[config.mk]
export PLATFORM = sky130hd
export DESIGN_NAME = operand_forwarding_stage_register
export DESIGN_NICKNAME = d
export VERILOG_FILES = /design/src/design/ofsr_pkg.sv /design/src/design/operand_forwarding_stage_register.sv /design/src/design/ofsr_lane.sv /design/src/design/ofsr_merge.sv /design/src/design/ofsr_skid.sv
export VERILOG_INCLUDE_DIRS = /design/src /design/src/design
export SDC_FILE = /design/constraint.sdc
export NUM_CORES = 1
export LEC_CHECK = 0
export ABC_AREA = 1
export BUFFER_PORTS_ARGS = -buffer_cell sky130_fd_sc_hd__buf_2
export CAP_MARGIN = 10
export CORE_ASPECT_RATIO = 1.2
export CORE_MARGIN = 5
export CORE_UTILIZATION = 56
export DETAILED_ROUTE_END_ITERATION = 16
export PLACE_DENSITY = 0.82
export REMOVE_ABC_BUFFERS = 1
export SYNTH_ARGS = -nofsm -noshare
export SYNTH_HDL_FRONTEND = slang
export SYNTH_SLANG_ARGS = --single-unit
[constraint.sdc]
create_clock -name clk -period 8.4 [get_ports clk]
set_clock_uncertainty 0.05 [all_clocks]
set_input_delay 0.42 -clock clk [delete_from_list [all_inputs] [get_ports clk]]
set_output_delay 0.42 -clock clk [all_outputs]
set_load 0.05 [all_outputs]
[src/design/operand_forwarding_stage_register_defines.svh]
// Assertion macros shared by the operand forwarding stage register modules.
`ifndef OPERAND_FORWARDING_STAGE_REGISTER_DEFINES_SVH
`define OPERAND_FORWARDING_STAGE_REGISTER_DEFINES_SVH

// Same-cycle implication, checked on every rising edge outside reset.
`define OFSR_ASSERT_NOW(label, ante, cons, msg) \
  label: assert property (@(posedge clk) disable iff (rst) (ante) |-> (cons)) \
    else $error(msg);

// Next-cycle implication, checked on every rising edge outside reset.
`define OFSR_ASSERT_NEXT(label, ante, cons, msg) \
  label: assert property (@(posedge clk) disable iff (rst) (ante) |=> (cons)) \
    else $error(msg);

`endif

[src/design/ofsr_pkg.sv]
// Types and codes shared by the operand forwarding stage register modules.
package ofsr_pkg;

  localparam int unsigned RegW  = 5;
  localparam int unsigned DataW = 32;

  // Control code carried with each item.
  typedef enum logic [1:0] {
    FUNC_ADVANCE = 2'd0,
    FUNC_BUBBLE  = 2'd1,
    FUNC_PAUSE   = 2'd2,
    FUNC_FLUSH   = 2'd3
  } func_t;

  // Destination and result of one later pipeline stage.
  typedef struct packed {
    logic [RegW-1:0]  dest;
    logic [DataW-1:0] value;
  } stage_t;

  // What one forwarding lane found for its source.
  typedef struct packed {
    logic [DataW-1:0] value;
    logic             hazard;
  } lane_res_t;

  // Content of the decode-to-execute register.
  typedef struct packed {
    logic             op_valid;
    logic [RegW-1:0]  src_a;
    logic [RegW-1:0]  src_b;
    logic [DataW-1:0] operand_a;
    logic [DataW-1:0] operand_b;
    logic             hazard;
  } held_t;

endpackage

[src/design/operand_forwarding_stage_register.sv]
// Top level: decode-to-execute register with operand bypass, stream in and out.
//
// Usage:
//   Slave channel s_* carries one item per instruction slot: tuser is the
//   control code (advance, bubble, pause, flush), tdata the source register
//   numbers, register file values and the EX/MEM/WB destinations and results.
//   Master channel m_* returns one item per accepted input: the register
//   content after that update (tuser = op_valid, tdata = sources, operands,
//   load hazard flag).
//   Two forwarding lanes, one per source, resolve the bypass in parallel;
//   the merge stage applies the control code and updates the held register.
// Each result is registered in the output register, or in the skid entry while
//   the receiver stalls. Throughput: one item per cycle while s_tready is high;
//   the limit is the held register, updated by each item from the previous one.
// Reset (rst, synchronous): held register cleared to zero, output and skid
//   entries emptied.
// Receiver stall: the output register holds its item and a skid entry takes
//   one more; only with both full does s_tready drop. No item is lost.
module operand_forwarding_stage_register (
  input  logic         clk,
  input  logic         rst,
  input  logic         s_tvalid,
  output logic         s_tready,
  // s_tdata from bit 0: src_a_reg[4:0], src_b_reg[9:5], file_val_a[41:10],
  // file_val_b[73:42], exec_dest[78:74], exec_value[110:79],
  // exec_is_load[111], mem_dest[116:112], mem_value[148:117],
  // back_dest[153:149], back_value[185:154], zero pad[191:186]
  input  logic [191:0] s_tdata,
  // s_tuser: func[1:0]
  input  logic [1:0]   s_tuser,
  output logic         m_tvalid,
  input  logic         m_tready,
  // m_tdata from bit 0: out_src_a[4:0], out_src_b[9:5], operand_a[41:10],
  // operand_b[73:42], load_hazard[74], zero pad[79:75]
  output logic [79:0]  m_tdata,
  // m_tuser: op_valid
  output logic         m_tuser
);

  logic                       accept;
  ofsr_pkg::func_t            func;
  logic [ofsr_pkg::RegW-1:0]  src_a_reg;
  logic [ofsr_pkg::RegW-1:0]  src_b_reg;
  logic [ofsr_pkg::DataW-1:0] file_val_a;
  logic [ofsr_pkg::DataW-1:0] file_val_b;
  ofsr_pkg::stage_t           exec_stage;
  logic                       exec_is_load;
  ofsr_pkg::stage_t           mem_stage;
  ofsr_pkg::stage_t           back_stage;
  ofsr_pkg::lane_res_t        lane_a;
  ofsr_pkg::lane_res_t        lane_b;
  ofsr_pkg::held_t            held_next;
  ofsr_pkg::held_t            out_item;

  // Unpack the input item.
  assign func             = ofsr_pkg::func_t'(s_tuser);
  assign src_a_reg        = s_tdata[4:0];
  assign src_b_reg        = s_tdata[9:5];
  assign file_val_a       = s_tdata[41:10];
  assign file_val_b       = s_tdata[73:42];
  assign exec_stage.dest  = s_tdata[78:74];
  assign exec_stage.value = s_tdata[110:79];
  assign exec_is_load     = s_tdata[111];
  assign mem_stage.dest   = s_tdata[116:112];
  assign mem_stage.value  = s_tdata[148:117];
  assign back_stage.dest  = s_tdata[153:149];
  assign back_stage.value = s_tdata[185:154];

  assign accept = s_tvalid && s_tready;

  // Lane per source operand.
  ofsr_lane u_lane_a (
    .src          (src_a_reg),
    .file_val     (file_val_a),
    .exec_stage   (exec_stage),
    .exec_is_load (exec_is_load),
    .mem_stage    (mem_stage),
    .back_stage   (back_stage),
    .res          (lane_a)
  );

  ofsr_lane u_lane_b (
    .src          (src_b_reg),
    .file_val     (file_val_b),
    .exec_stage   (exec_stage),
    .exec_is_load (exec_is_load),
    .mem_stage    (mem_stage),
    .back_stage   (back_stage),
    .res          (lane_b)
  );

  // Held register; held_next is the content this item reports.
  ofsr_merge u_merge (
    .clk       (clk),
    .rst       (rst),
    .accept    (accept),
    .func      (func),
    .src_a     (src_a_reg),
    .src_b     (src_b_reg),
    .lane_a    (lane_a),
    .lane_b    (lane_b),
    .held_next (held_next)
  );

  ofsr_skid u_skid (
    .clk       (clk),
    .rst       (rst),
    .in_valid  (s_tvalid),
    .in_ready  (s_tready),
    .in_data   (held_next),
    .out_valid (m_tvalid),
    .out_ready (m_tready),
    .out_data  (out_item)
  );

  assign m_tuser = out_item.op_valid;
  assign m_tdata = {5'b0, out_item.hazard, out_item.operand_b, out_item.operand_a,
                    out_item.src_b, out_item.src_a};

endmodule

[src/design/ofsr_lane.sv]
// One forwarding lane: picks the operand for a single source register.
module ofsr_lane (
  input  logic [ofsr_pkg::RegW-1:0]  src,
  input  logic [ofsr_pkg::DataW-1:0] file_val,
  input  ofsr_pkg::stage_t           exec_stage,
  input  logic                       exec_is_load,
  input  ofsr_pkg::stage_t           mem_stage,
  input  ofsr_pkg::stage_t           back_stage,
  output ofsr_pkg::lane_res_t        res
);

  // Youngest matching stage wins; x0 never forwards.
  always_comb begin
    res.hazard = 1'b0;
    priority if (src == '0) begin
      res.value = '0;
    end else if (exec_stage.dest == src) begin
      res.value  = exec_stage.value;
      res.hazard = exec_is_load;
    end else if (mem_stage.dest == src) begin
      res.value = mem_stage.value;
    end else if (back_stage.dest == src) begin
      res.value = back_stage.value;
    end else begin
      res.value = file_val;
    end
  end

endmodule

[src/design/ofsr_merge.sv]
// Merge stage: combines both lanes under the control code into the held register.
`include "operand_forwarding_stage_register_defines.svh"

module ofsr_merge (
  input  logic                      clk,
  input  logic                      rst,
  input  logic                      accept,
  input  ofsr_pkg::func_t           func,
  input  logic [ofsr_pkg::RegW-1:0] src_a,
  input  logic [ofsr_pkg::RegW-1:0] src_b,
  input  ofsr_pkg::lane_res_t       lane_a,
  input  ofsr_pkg::lane_res_t       lane_b,
  output ofsr_pkg::held_t           held_next
);

  ofsr_pkg::held_t held;

  always_comb begin
    held_next = held;
    unique case (func)
      ofsr_pkg::FUNC_ADVANCE: begin
        held_next.op_valid  = 1'b1;
        held_next.src_a     = src_a;
        held_next.src_b     = src_b;
        held_next.operand_a = lane_a.value;
        held_next.operand_b = lane_b.value;
        held_next.hazard    = lane_a.hazard | lane_b.hazard;
      end
      ofsr_pkg::FUNC_BUBBLE: begin
        held_next.op_valid  = 1'b0;
        held_next.src_a     = src_a;
        held_next.src_b     = src_b;
        held_next.operand_a = '0;
        held_next.operand_b = '0;
        held_next.hazard    = 1'b0;
      end
      ofsr_pkg::FUNC_PAUSE: begin
        held_next = held;
      end
      ofsr_pkg::FUNC_FLUSH: begin
        held_next = '0;
      end
      default: begin
        held_next = held;
      end
    endcase
  end

  always_ff @(posedge clk) begin
    if (rst) begin
      held <= '0;
    end else if (accept) begin
      held <= held_next;
    end
  end

  `OFSR_ASSERT_NEXT(a_flush_clears, accept && func == ofsr_pkg::FUNC_FLUSH, held == '0, "flush left state behind")
  `OFSR_ASSERT_NEXT(a_bubble_zero, accept && func == ofsr_pkg::FUNC_BUBBLE, !held.op_valid && held.operand_a == '0 && held.operand_b == '0 && !held.hazard, "bubble not zeroed")
  `OFSR_ASSERT_NOW(a_hazard_valid, held.hazard, held.op_valid, "hazard flag on an invalid op")

endmodule

[src/design/ofsr_skid.sv]
// Output register with one skid entry, so input and output stall independently.
`include "operand_forwarding_stage_register_defines.svh"

module ofsr_skid (
  input  logic            clk,
  input  logic            rst,
  input  logic            in_valid,
  output logic            in_ready,
  input  ofsr_pkg::held_t in_data,
  output logic            out_valid,
  input  logic            out_ready,
  output ofsr_pkg::held_t out_data
);

  logic            skid_valid;
  ofsr_pkg::held_t skid_data;
  logic            out_take;
  logic            in_take;

  assign in_ready = !skid_valid;
  assign out_take = out_valid && out_ready;
  assign in_take  = in_valid && in_ready;

  always_ff @(posedge clk) begin
    if (rst) begin
      out_valid  <= 1'b0;
      skid_valid <= 1'b0;
    end else if (out_take) begin
      if (skid_valid) begin
        skid_valid <= 1'b0;
      end else if (!in_take) begin
        out_valid <= 1'b0;
      end
    end else if (in_take) begin
      if (!out_valid) begin
        out_valid <= 1'b1;
      end else begin
        skid_valid <= 1'b1;
      end
    end
  end

  // Payload, no reset.
  always_ff @(posedge clk) begin
    if (out_take && skid_valid) begin
      out_data <= skid_data;
    end else if (in_take && (out_take || !out_valid)) begin
      out_data <= in_data;
    end
    if (in_take && out_valid && !out_take) begin
      skid_data <= in_data;
    end
  end

  `OFSR_ASSERT_NOW(a_skid_behind_out, skid_valid, out_valid, "skid entry without output entry")

endmodule

# Word level (Yosys, flattened, before mapping)
# Cells that the tools add are included.
# word_totals
regBits	230
in_bits	198
word_cells	69
# classes
n_eq_ne	11
n_reduce_logical	18
n_mux	19
bitwise	1
# ops
op	count
$pmux 76 s4	1
$mux 32	8
$mux 76	2
$eq 5x5->1	6
$logic_not 5->1	2
$mux 1	8
$logic_and 1x1->1	6
$eq 2x2->1 const B	2
$ne 2x2->1 const B	2
$reduce_bool 2->1	2
$logic_not 1->1	3
$reduce_and 3->1	1
$eq 2x1->1 const B	1
$logic_not 2->1	1
$reduce_and 2->1	1
$reduce_or 2->1	1
$logic_or 1x1->1	1
$or 1x1->1	1

# Depth between registers and ports, before layout
# Gate-level depths: netlist of the first run.
# depth
depth_word	8
mapped_depth	15

# Hierarchy
# From an unflattened synthesis of the first run, not the netlist that was laid out.
# unflattened
cells_unflattened	1971
hier_area_um2	13738.2
# modules_own_cells
mod	area_each_um2	instances	cells_each	seq_area_each_um2
ofsr_skid	5634.2	1	412	4604.4
ofsr_merge	4256.6	1	735	1521.5
ofsr_lane	1899.3	2	408	0.0
operand_forwarding_stage_register	48.8	1	8	0.0

# Worst setup path before layout of the first run
# OpenSTA, ideal clock, no wires.
# synth_path
kind	flip-flop to flip-flop
startpoint	register u_skid.skid_valid
endpoint	register u_skid.out_data[0] in the netlist's numbering (enable)
slack_ns	1.303
synth_period_minus_slack_ns	7.097
stages_incl_launch_ff	5
required_ns	7.735
arrival_ns	6.432
setup_time_ns	0.615
path_cell_list	dfxtp_1 > inv_1 > nand2_1 > clkbuf_1 > o21ai_0
# synth_via
elab_chain_cells	4
elab_cells_between_ends	5
classes_between	reduce/logical (5)
# synth_lines
item	line_no	source
start, declared	ofsr_skid.sv:15	logic skid_valid;
start signal, assigned	ofsr_skid.sv:27	skid_valid <= 1'b0;
start signal, assigned	ofsr_skid.sv:30	skid_valid <= 1'b0;
start signal, assigned	ofsr_skid.sv:38	skid_valid <= 1'b1;
$logic_not 1->1	ofsr_skid.sv:20	assign in_ready = !skid_valid;
via s_tready	operand_forwarding_stage_register.sv:23	output logic s_tready,
$logic_and 1x1->1	ofsr_skid.sv:22	assign in_take = in_valid && in_ready;
$logic_and 1x1->1	ofsr_skid.sv:47	end else if (in_take && (out_take || !out_valid)) begin
$reduce_bool 2->1 (no line)	-	
end signal, assigned	ofsr_skid.sv:46	out_data <= skid_data;
end signal, assigned	ofsr_skid.sv:48	out_data <= in_data;
end, declared	ofsr_skid.sv:12	output ofsr_pkg::held_t out_data
# The timed path passes the listed nets, and every way through them passes these cells.
# A chain may end at the register's enable or synchronous reset.

# Worst setup path in the final report of the first run
# layout_path
startpoint	register u_skid.skid_valid
endpoint	register u_skid.out_data[37] in the netlist's numbering (enable)
# layout_via
elab_chain_cells	4
elab_cells_between_ends	5
classes_between	reduce/logical (5)
# layout_lines
item	line_no
$logic_not 1->1	ofsr_skid.sv:20
$logic_and 1x1->1	ofsr_skid.sv:22
$logic_and 1x1->1	ofsr_skid.sv:47
$reduce_bool 2->1 (no line) (*)	-
# Every way passes the cells marked *; elsewhere a longest branch is shown, timed or not.

==> flow_metrics.py, run 1 <==
metrics = {
    "setup_path": {
        "end_kind": "register",
        "startpoint": "u_skid.skid_valid",
        "start_kind": "register",
        "r2r_setup_slack_ns": 5.46,
        "cp_max_fo": 78,
        "slowest_stage": "buf_4",
        "r2r_cells": 6,
        "worstPathCellList": "inv_1 > nor2_4 > buf_4 > inv_2 > o21ai_4 > buf_4",
        "worstPathArrival_ns": 3.01,
        "setup.worst_path.class": "register to register",
        "r2r-end": "u_skid.out_data[37]",
        "critPathMaxStageDelay_ns": 0.87,
        "crit_required_ns": 8.47,
        "path_delay_family": "buffers and inverters",
        "crit_top_cell": "buf_4",
        "cp.depth": 6,
        "cp_num_buf_inv": 4,
        "r2r-start": "u_skid.skid_valid",
    },
    "floorplanning": {
        "io_pins": 281,
        "initial_core_util": 0.562,
        "die_y_um": 179,
        "die_w_um": 151,
        "die_area_um2": 27000,
        "rows": 62,
        "core_um2": 23700,
    },
    "finish": {
        "multi_input_area_um2": 5650,
        "final_nets": 2282,
        "area_growth_syn_to_layout_pct": 14.9,
        "fillers": 2108,
        "final_util": 0.646,
        "drive_above_1_share": 0.189,
        "diodes": 0,
        "final_cell_mix": "627 x nand2_1, 269 x buf_2, 265 x nor2_1",
        "regArea_um2": 6130,
        "final_common_cell": "nand2_1",
    },
    "power": {
        "totalPowerFinal_uw": 2870,
        "leakage_uw": 0.00843,
        "ir_drop_v": 0.000132,
        "power_density_nw_per_um2": 187,
    },
    "clocking": {
        "path_clk_slew_ns": 0.06,
        "cts_sinks": 230,
        "cts_setup_buffers": 0,
        "h-tree-depth": 1,
        "clock-root-buffer": "clkbuf_16",
        "clockBufferDepth": 3,
        "cts_resized": 0,
        "ctsHoldBuffers": 0,
        "cts_made_buffers": 23,
        "cts_tree": "built",
        "insertion_delay_ns": 0.52,
    },
    "placed_design": {
        "portBuffers": 269,
        "dp_slack_ns": 5.07,
        "gp_congestion": 0.848,
        "detailed_place_hpwl_um": 22600,
    },
    "detailed_routing": {
        "drt_iter0_drc": 1191,
        "first_pass_iters": 5,
        "wl_um": 37300,
        "drtAntennaViolNets": 0,
        "wl_per_cell_um": 15.4,
        "vias_per_cell": 5.34,
        "post-route-drc-count": 0,
        "via_count": 12900,
    },
    "global_route": {
        "antenna_found_initial": 0,
        "grt_pass1_wl_um": 57500,
        "grt_max_degree": 79,
        "grtUsageTotal": 0.264,
        "grt_pass1_vias": 11700,
        "grt_overflow": 0,
    },
    "timing": {
        "final-setup-viol-count": 0,
        "fin_setup_tns_ns": 0,
        "hold_viol": 0,
        "slew_viol_final": 0,
        "relSlewSlack": 0.169,
        "fmax_ghz": 0.340,
        "layout_min_cycle_time_ns": 2.94,
        "post-route-period-util": 0.350,
        "tightest_slew_ns": 1.24,
        "worst_slack_ns": 5.46,
        "rsz0062_at_grt": "false",
    },
    "logic_synthesis": {
        "syn_avg_cell_area_um2": 7.08,
        "ys_ff_latch": 230,
        "synth_flop_cell": "edfxtp_1",
        "synth_area_um2": 13300,
        "async_flop_share": 0,
        "synth_top_area_frac": 0.342,
        "synth_largest_area_cell": "edfxtp_1",
        "synth_seq_area_share": 0.459,
        "synth_edf_count": 152,
        "synth.top_cells.by_area": "edfxtp_1 34%, nand2_1 18%, dfxtp_1 12%",
        "ys_types": 28,
        "synthCells": 1885,
        "yosysWarnings": 0,
    },
    "worst_hold_path": {
        "hp-start": "s_tvalid",
        "min_to": "u_skid.skid_valid",
        "worstHoldPathCells": 3,
        "min_path_type": "primary input to register",
    },
    "run_status": {
        "status": "finished, final reports clean",
    },
    "run": {
        "cap_viol_max_count": 0,
    },
}
## per-stage QoR
| stage | area (um^2) | cells | hold slack (ns) |
|---|---|---|---|
| floorplan | 12700 | 1778 | 0.387 |
| global placement | 14700 | 2379 | 0.402 |
| finish | 15300 | 2420 | 0.0933 |
| detailed placement | 14700 | 2379 | 0.429 |
| CTS | 15300 | 2420 | 0.0993 |
| global route | 15300 | 2420 | 0.127 |
## Yosys cell counts (10+ instances only)
cell type / instances
a21oi_1: 77
buf_2: 49
buf_4: 11
buf_6: 13
clkbuf_1: 36
dfxtp_1: 78
edfxtp_1: 152
inv_1: 265
nand2_1: 628
nand2_2: 42
nand3_1: 124
nand3_2: 10
nand4_1: 65
nor2_1: 268
o21ai_0: 17
## layer usage
metal | track usage | wire, um
met4 | 0.0956 | 1280
met3 | 0.0382 | 3550
met1 | 0.337 | 14100
met5 | 0 | 0
met2 | 0.456 | 18300
## cells by family after synthesis
family,synth area share
xor gates and xnor gates,0.00900
other,0.000281
DFF,0.459
buffers and inverters,0.124
AOI/OAI and AO/OA,0.0404
and+or+nand+nor,0.367
## power breakdown
group / leakage, uW / internal [uW] / switching [uW] / total, uW
Clock: 0.000339 / 521 / 424 / 945
Sequential: 0.00212 / 1290 / 29.9 / 1320
Combinational: 0.00597 / 164 / 434 / 598
Total: 0.00843 / 1980 / 889 / 2870
## how the worst max path moves through the flow
| stage | endpoint | slack [ns] |
|---|---|---|
| 5_1_grt | u_skid.out_data[36] | 5.31 |
| 6_report | u_skid.out_data[37] | 5.46 |
| 2_1_floorplan | u_skid.out_data[0] | -0.43 |
| 3_5_place_dp | u_skid.out_data[48] | 5.07 |
| 4_1_cts | u_skid.out_data[65] | 5.47 |
| 3_3_place_gp | u_skid.out_data[43] | 5.15 |
## state kept, by name, summed over array words and instances, names as in the netlist
name	cells
u_merge.held	76
u_skid.out_valid	1
u_skid.out_data	76
u_skid.skid_valid	1
u_skid.skid_data	76
## cell type report
cell class	instances	share of cell area
Clock buffer	29	0.0403
Clock inverter	12	0.00424
Inverter	276	0.0677
Multi-Input combinational cell	1272	0.369
Sequential cell	230	0.399
Tap cell	320	0.0261
Timing Repair Buffer	281	0.0937
## worst min-delay path: cells and delay by family
kind                   cells  cell delay (ns)
buffers and inverters      1             0.08
AO/OA/AOI/OAI              1             0.06
AND/OR/NAND/NOR            1             0.07
Note: power is estimated with default switching activity, not from simulation.
==> run 2: changes to the inputs <==
==> constraint.sdc (replaced) <==
create_clock -name clk -period 3.07 [get_ports clk]
set_clock_uncertainty 0.05 [all_clocks]
set_input_delay 0.1535 -clock clk [delete_from_list [all_inputs] [get_ports clk]]
set_output_delay 0.1535 -clock clk [all_outputs]
set_load 0.05 [all_outputs]
==> run 2 against run 1 <==
Effect of this change: worst hold slack lost 0.045 ns; sequential cell count unchanged; core utilization rose by 0.73 points; critical endpoint is now u_merge.held[35]; first-iteration DRC count increased by 6.2%; largest power group unchanged; cell area up 1.1%; critical path type unchanged; sequential power increased to 2.7 times the previous value.
==> flow_metrics.py, run 2 (same netlist as run 1, synthesis figures left out) <==
metrics = {
    "setup_path": {
        "r2r_setup_slack_ns": 0.89,
        "end_kind": "register",
        "critPathMaxStageDelay_ns": 0.50,
        "cp_max_fo": 63,
        "cp_num_buf_inv": 5,
        "start_kind": "register",
        "path_delay_family": "buffers and inverters",
        "slowest_stage": "inv_4",
        "r2r-end": "u_merge.held[35]",
        "r2r-start": "u_skid.skid_valid",
        "setup.worst_path.class": "register to register",
        "startpoint": "u_skid.skid_valid",
        "worstPathCellList": "inv_1 > nand2_1 > buf_4 > inv_4 > buf_4 > nor2_1 > nor2_1 > nand2_1 > inv_1",
        "crit_required_ns": 3.46,
        "worstPathArrival_ns": 2.58,
        "r2r_cells": 9,
    },
    "timing": {
        "final-setup-viol-count": 0,
        "rsz0062_at_grt": "false",
        "fmax_ghz": 0.458,
        "tightest_slew_ns": 0.931,
        "post-route-period-util": 0.711,
        "layout_min_cycle_time_ns": 2.18,
        "slew_viol_final": 0,
        "relSlewSlack": 0.379,
        "hold_slack_ns": 0.0480,
        "hold_viol": 0,
    },
    "run_status": {
        "status": "finished, final reports clean",
    },
    "power": {
        "internal_power_uw": 5490,
        "pwr-share-seq": 0.458,
        "p_comb_frac": 0.209,
        "power_density_nw_per_um2": 510,
        "p_clk_frac": 0.332,
        "totalPowerFinal_uw": 7910,
        "ir_drop_v": 0.000324,
        "swShare": 0.306,
        "p_sw_uw": 2420,
        "leakage_uw": 0.00851,
    },
    "finish": {
        "final_nets": 2293,
        "finalNonFillerCells": 2432,
        "final_common_cell": "nand2_1",
        "final_cell_mix": "627 x nand2_1, 269 x buf_2, 265 x nor2_1",
        "diodes": 0,
        "top_regs": "u_merge.held (76), u_skid.out_data (76), u_skid.skid_data (76)",
        "drive_above_1_share": 0.191,
        "area_growth_syn_to_layout_pct": 16.2,
        "fillers": 2056,
        "design_area_um2": 15500,
    },
    "global_route": {
        "grt_pass1_vias": 12000,
        "antenna_found_initial": 1,
        "grt_overflow": 0,
        "grt_pass1_wl_um": 58300,
        "grtUsageTotal": 0.269,
        "grt_max_degree": 77,
    },
    "placed_design": {
        "gp_congestion": 0.824,
        "dpl_cell_area_um2": 14800,
        "detailed_place_hpwl_um": 23800,
        "dp_cells": 2387,
        "portBuffers": 269,
    },
    "detailed_routing": {
        "via_count": 12900,
        "drtAntennaViolNets": 0,
        "wl_per_cell_um": 15.5,
        "vias_per_cell": 5.30,
        "wl_um": 37700,
        "post-route-drc-count": 0,
        "first_pass_iters": 8,
        "drt_iter0_drc": 1265,
    },
    "clocking": {
        "insertion_delay_ns": 0.51,
        "clock-root-buffer": "clkbuf_16",
        "path_clk_slew_ns": 0.06,
        "cts_made_buffers": 23,
        "cts_sinks": 230,
        "cts_tree": "built",
        "h-tree-depth": 1,
        "cts_setup_buffers": 0,
        "clockBufferDepth": 3,
    },
    "floorplanning": {
        "die_area_um2": 27000,
        "rows": 62,
        "die_w_um": 151,
        "io_pins": 281,
        "core_um2": 23700,
        "initial_core_util": 0.562,
        "die_y_um": 179,
    },
    "worst_hold_path": {
        "min_to": "u_skid.out_valid",
        "worstHoldPathCells": 4,
        "min_path_type": "primary input to register",
        "hp-start": "m_tready",
    },
    "run": {
        "cap_viol_max_count": 0,
    },
}
run 2: cell types whose count changed in the layout (fill, tap and decap cells not counted), sizes merged:
cell,before,now
buf,281,289
clkbuf,29,33
clkinvlp,0,1
clkinv,12,8
dlygate4sd3,0,3
run 2: through the flow:
stage / util / worst slack (ns) / setup TNS [ns]
2_1_floorplan: - / -5.76 / -967.23
5_1_grt: 0.653 / 0.708 / 0
3_3_place_gp: 0.622 / 0.729 / 0
6_report: 0.653 / 0.887 / 0
4_1_cts: 0.653 / 0.886 / 0
3_5_place_dp: 0.622 / 0.668 / 0
run 2: final cells by class:
class | count | area, um^2 | share of cell area
Multi-Input combinational cell | 1272 | 5650 | 0.364
Inverter | 276 | 1040 | 0.0670
Clock buffer | 33 | 653 | 0.0421
Timing Repair Buffer | 292 | 1590 | 0.102
Sequential cell | 230 | 6130 | 0.395
Tap cell | 320 | 400 | 0.0258
Clock inverter | 9 | 50.0 | 0.00323
run 2: power by group through the flow:
| stage | clock network, uW | registers (uW) | logic [uW] |
|---|---|---|---|
| 2_1_floorplan | 0 | 4020 | 781 |
| 3_3_place_gp | 0 | 3680 | 1590 |
| 3_5_place_dp | 0 | 3690 | 1630 |
| 4_1_cts | 2650 | 3620 | 1650 |
| 5_1_grt | 2800 | 3640 | 1810 |
| 6_report | 2630 | 3620 | 1660 |
run 2: worst max path at each step:
stage	endpoint	slack, ns	depth (start not counted)
6_report	u_merge.held[35]	0.89	9
5_1_grt	u_merge.held[35]	0.71	9
4_1_cts	u_merge.held[35]	0.89	9
3_5_place_dp	u_skid.out_data[1]	0.67	12
3_3_place_gp	u_skid.out_data[35]	0.73	13
2_1_floorplan	u_skid.out_data[0]	-5.76	4
run 2: worst reg2reg max path, stage by stage (launching register included):
cell,delay [ns]
dfxtp_1,0.31
inv_1,0.14
nand2_1,0.12
buf_4,0.24
inv_4,0.50
buf_4,0.44
nor2_1,0.10
nor2_1,0.12
nand2_1,0.07
inv_1,0.05
run 2: what timing repair did:
| action | 4_1_cts | 5_1_grt |
|---|---|---|
| hold buffers | 3 | 0 |
| endpoints found under the hold margin | 4 | 0 |
| resized for setup | 0 | 0 |
run 2: metal layers:
layer	GRT usage	wire [um]	part of all wire	vias up
li1	-	-	-	6277
met1	0.346	14200	0.38	5775
met2	0.459	18100	0.48	716
met3	0.0308	3860	0.10	127
met4	0.112	1540	0.041	2
met5	0	13	0.00035	-
==> run 3: changes to the inputs <==
==> constraint.sdc (replaced) <==
create_clock -name clk -period 2.2 [get_ports clk]
set_clock_uncertainty 0.05 [all_clocks]
set_input_delay 0.11 -clock clk [delete_from_list [all_inputs] [get_ports clk]]
set_output_delay 0.11 -clock clk [all_outputs]
set_load 0.05 [all_outputs]
==> run 3 against run 2 <==
Effect of this change: highest routed layer is now met4; critical endpoint is now u_merge.held[50]; register-to-register slack worse by 0.40 ns; sequential share of layout area is 0.74 points lower; worst hold slack worse by 0.025 ns; sequential power is 40% higher; critical path depth stayed put.
==> flow_metrics.py, run 3 (same netlist as run 1, synthesis figures left out) <==
metrics = {
    "finish": {
        "final_cell_mix": "627 x nand2_1, 269 x buf_2, 265 x nor2_1",
        "final_nets": 2313,
        "top_regs": "u_merge.held (76), u_skid.out_data (76), u_skid.skid_data (76)",
        "drive_above_1_share": 0.199,
        "final_common_cell": "nand2_1",
        "finalNonFillerCells": 2453,
        "final_util": 0.666,
        "area_growth_syn_to_layout_pct": 18.4,
    },
    "timing": {
        "hold_viol": 0,
        "rsz0062_at_grt": "false",
        "tightest_slew_ns": 0.514,
        "fmax_ghz": 0.584,
        "slew_viol_final": 0,
        "layout_min_cycle_time_ns": 1.71,
        "relSlewSlack": 0.658,
        "post-route-period-util": 0.778,
        "final-setup-viol-count": 0,
    },
    "setup_path": {
        "r2r-end": "u_merge.held[50]",
        "start_kind": "register",
        "r2r_cells": 9,
        "worstPathArrival_ns": 2.12,
        "r2r_setup_slack_ns": 0.49,
        "crit_required_ns": 2.61,
        "end_kind": "register",
        "cp_max_fo": 26,
        "r2r-start": "u_skid.skid_valid",
        "setup.worst_path.class": "register to register",
    },
    "detailed_routing": {
        "vias_per_cell": 5.31,
        "drtAntennaViolNets": 0,
        "wl_per_cell_um": 15.3,
        "via_count": 13000,
        "first_pass_iters": 6,
        "wl_um": 37600,
        "drt_iter0_drc": 1108,
        "post-route-drc-count": 0,
    },
    "global_route": {
        "grt_pass1_vias": 12100,
        "grt_overflow": 0,
        "grt_pass1_wl_um": 57400,
        "grt_max_degree": 77,
        "grtUsageTotal": 0.266,
        "antenna_found_initial": 1,
    },
    "floorplanning": {
        "io_pins": 281,
        "rows": 62,
        "die_w_um": 151,
        "die_y_um": 179,
        "die_area_um2": 27000,
        "initial_core_util": 0.562,
        "core_um2": 23700,
    },
    "clocking": {
        "cts_resized": 0,
        "path_clk_slew_ns": 0.07,
        "cts_sinks": 230,
        "clock-root-buffer": "clkbuf_16",
        "insertion_delay_ns": 0.51,
        "clockBufferDepth": 3,
        "cts_made_buffers": 23,
        "h-tree-depth": 1,
        "cts_tree": "built",
    },
    "placed_design": {
        "detailed_place_hpwl_um": 24400,
        "gp_congestion": 0.857,
        "dp_cells": 2406,
        "portBuffers": 269,
    },
    "power": {
        "power_density_nw_per_um2": 713,
        "totalPowerFinal_uw": 11300,
        "ir_drop_v": 0.000473,
        "leakage_uw": 0.00865,
    },
    "run": {
        "cap_viol_max_count": 0,
    },
    "worst_hold_path": {
        "worstHoldPathCells": 7,
        "hp-start": "s_tdata[82]",
        "min_to": "u_merge.held[4]",
        "min_path_type": "primary input to register",
    },
    "run_status": {
        "status": "finished, final reports clean",
    },
}
run 3: cell count changes in the layout (fill, tap and decap cells not counted), sizes merged:
cell         change
bufinv           +2
buf             +19
dlygate4sd3      +1
clkbuf           -6
clkinv           +2
clkinvlp         +2
diode            +1
run 3: worst max-delay path: stages (launching register included):
cell and delay [ns]:
dfxtp_1 0.31, inv_1 0.15, nand2_1 0.12, buf_4 0.18, inv_4 0.24, buf_4 0.31, nor2_1 0.06, nor2_1 0.10
nand2_1 0.07, inv_1 0.04
run 3: per-layer routing:
metal / part of all wire / track usage / up-vias / wire length [um]
met1: 0.38 / 0.327 / 5876 / 14100
li1: - / - / 6314 / -
met5: 0 / 0 / - / 0
met2: 0.48 / 0.451 / 688 / 18100
met3: 0.095 / 0.0422 / 139 / 3560
met4: 0.048 / 0.135 / 0 / 1800
run 3: how the worst max path moves through the flow:
| stage | end | from | slack [ns] |
|---|---|---|---|
| final | u_merge.held[50] | u_skid.skid_valid | 0.49 |
| after global routing | u_merge.held[51] | u_skid.skid_valid | 0.32 |
| after CTS | u_merge.held[19] | u_skid.skid_valid | 0.50 |
| after detailed placement | u_skid.out_data[34] | s_tdata[1] | 0.29 |
| after global placement | u_skid.out_data[34] | s_tdata[1] | 0.31 |
| after floorplan | u_skid.out_data[0] | u_skid.out_valid | -6.63 |
run 3: area by class of cell:
cell class / count / area (um^2)
fill: 2028 / 7930
sequential: 230 / 6130
multi-input combinational: 1272 / 5650
timing repair buffer: 312 / 1850
inverter: 276 / 1040
clock buffer: 27 / 601
tap: 320 / 400
clock inverter: 15 / 130
antenna: 1 / 2.50
run 3: power by group:
part,switching (uW),internal (uW)
registers,114,4940
logic,1680,700
clock network,1650,2190
run 3: what timing repair did:
action                                 4_1_cts  5_1_grt
endpoints found under the hold margin        4        0
setup buffers                                0        0
hold buffers                                 4        0
run 3: per-stage QoR:
stage	area, um^2	worst slack (ns)	TNS (ns)	hold slack (ns)
after global routing	15800	0.321	0	0.0572
after CTS	15800	0.499	0	0.00311
final	15800	0.489	0	0.0233
after detailed placement	15000	0.286	0	0.316
after global placement	15000	0.313	0	0.307
after floorplan	12700	-6.63	-1281.91	0.202
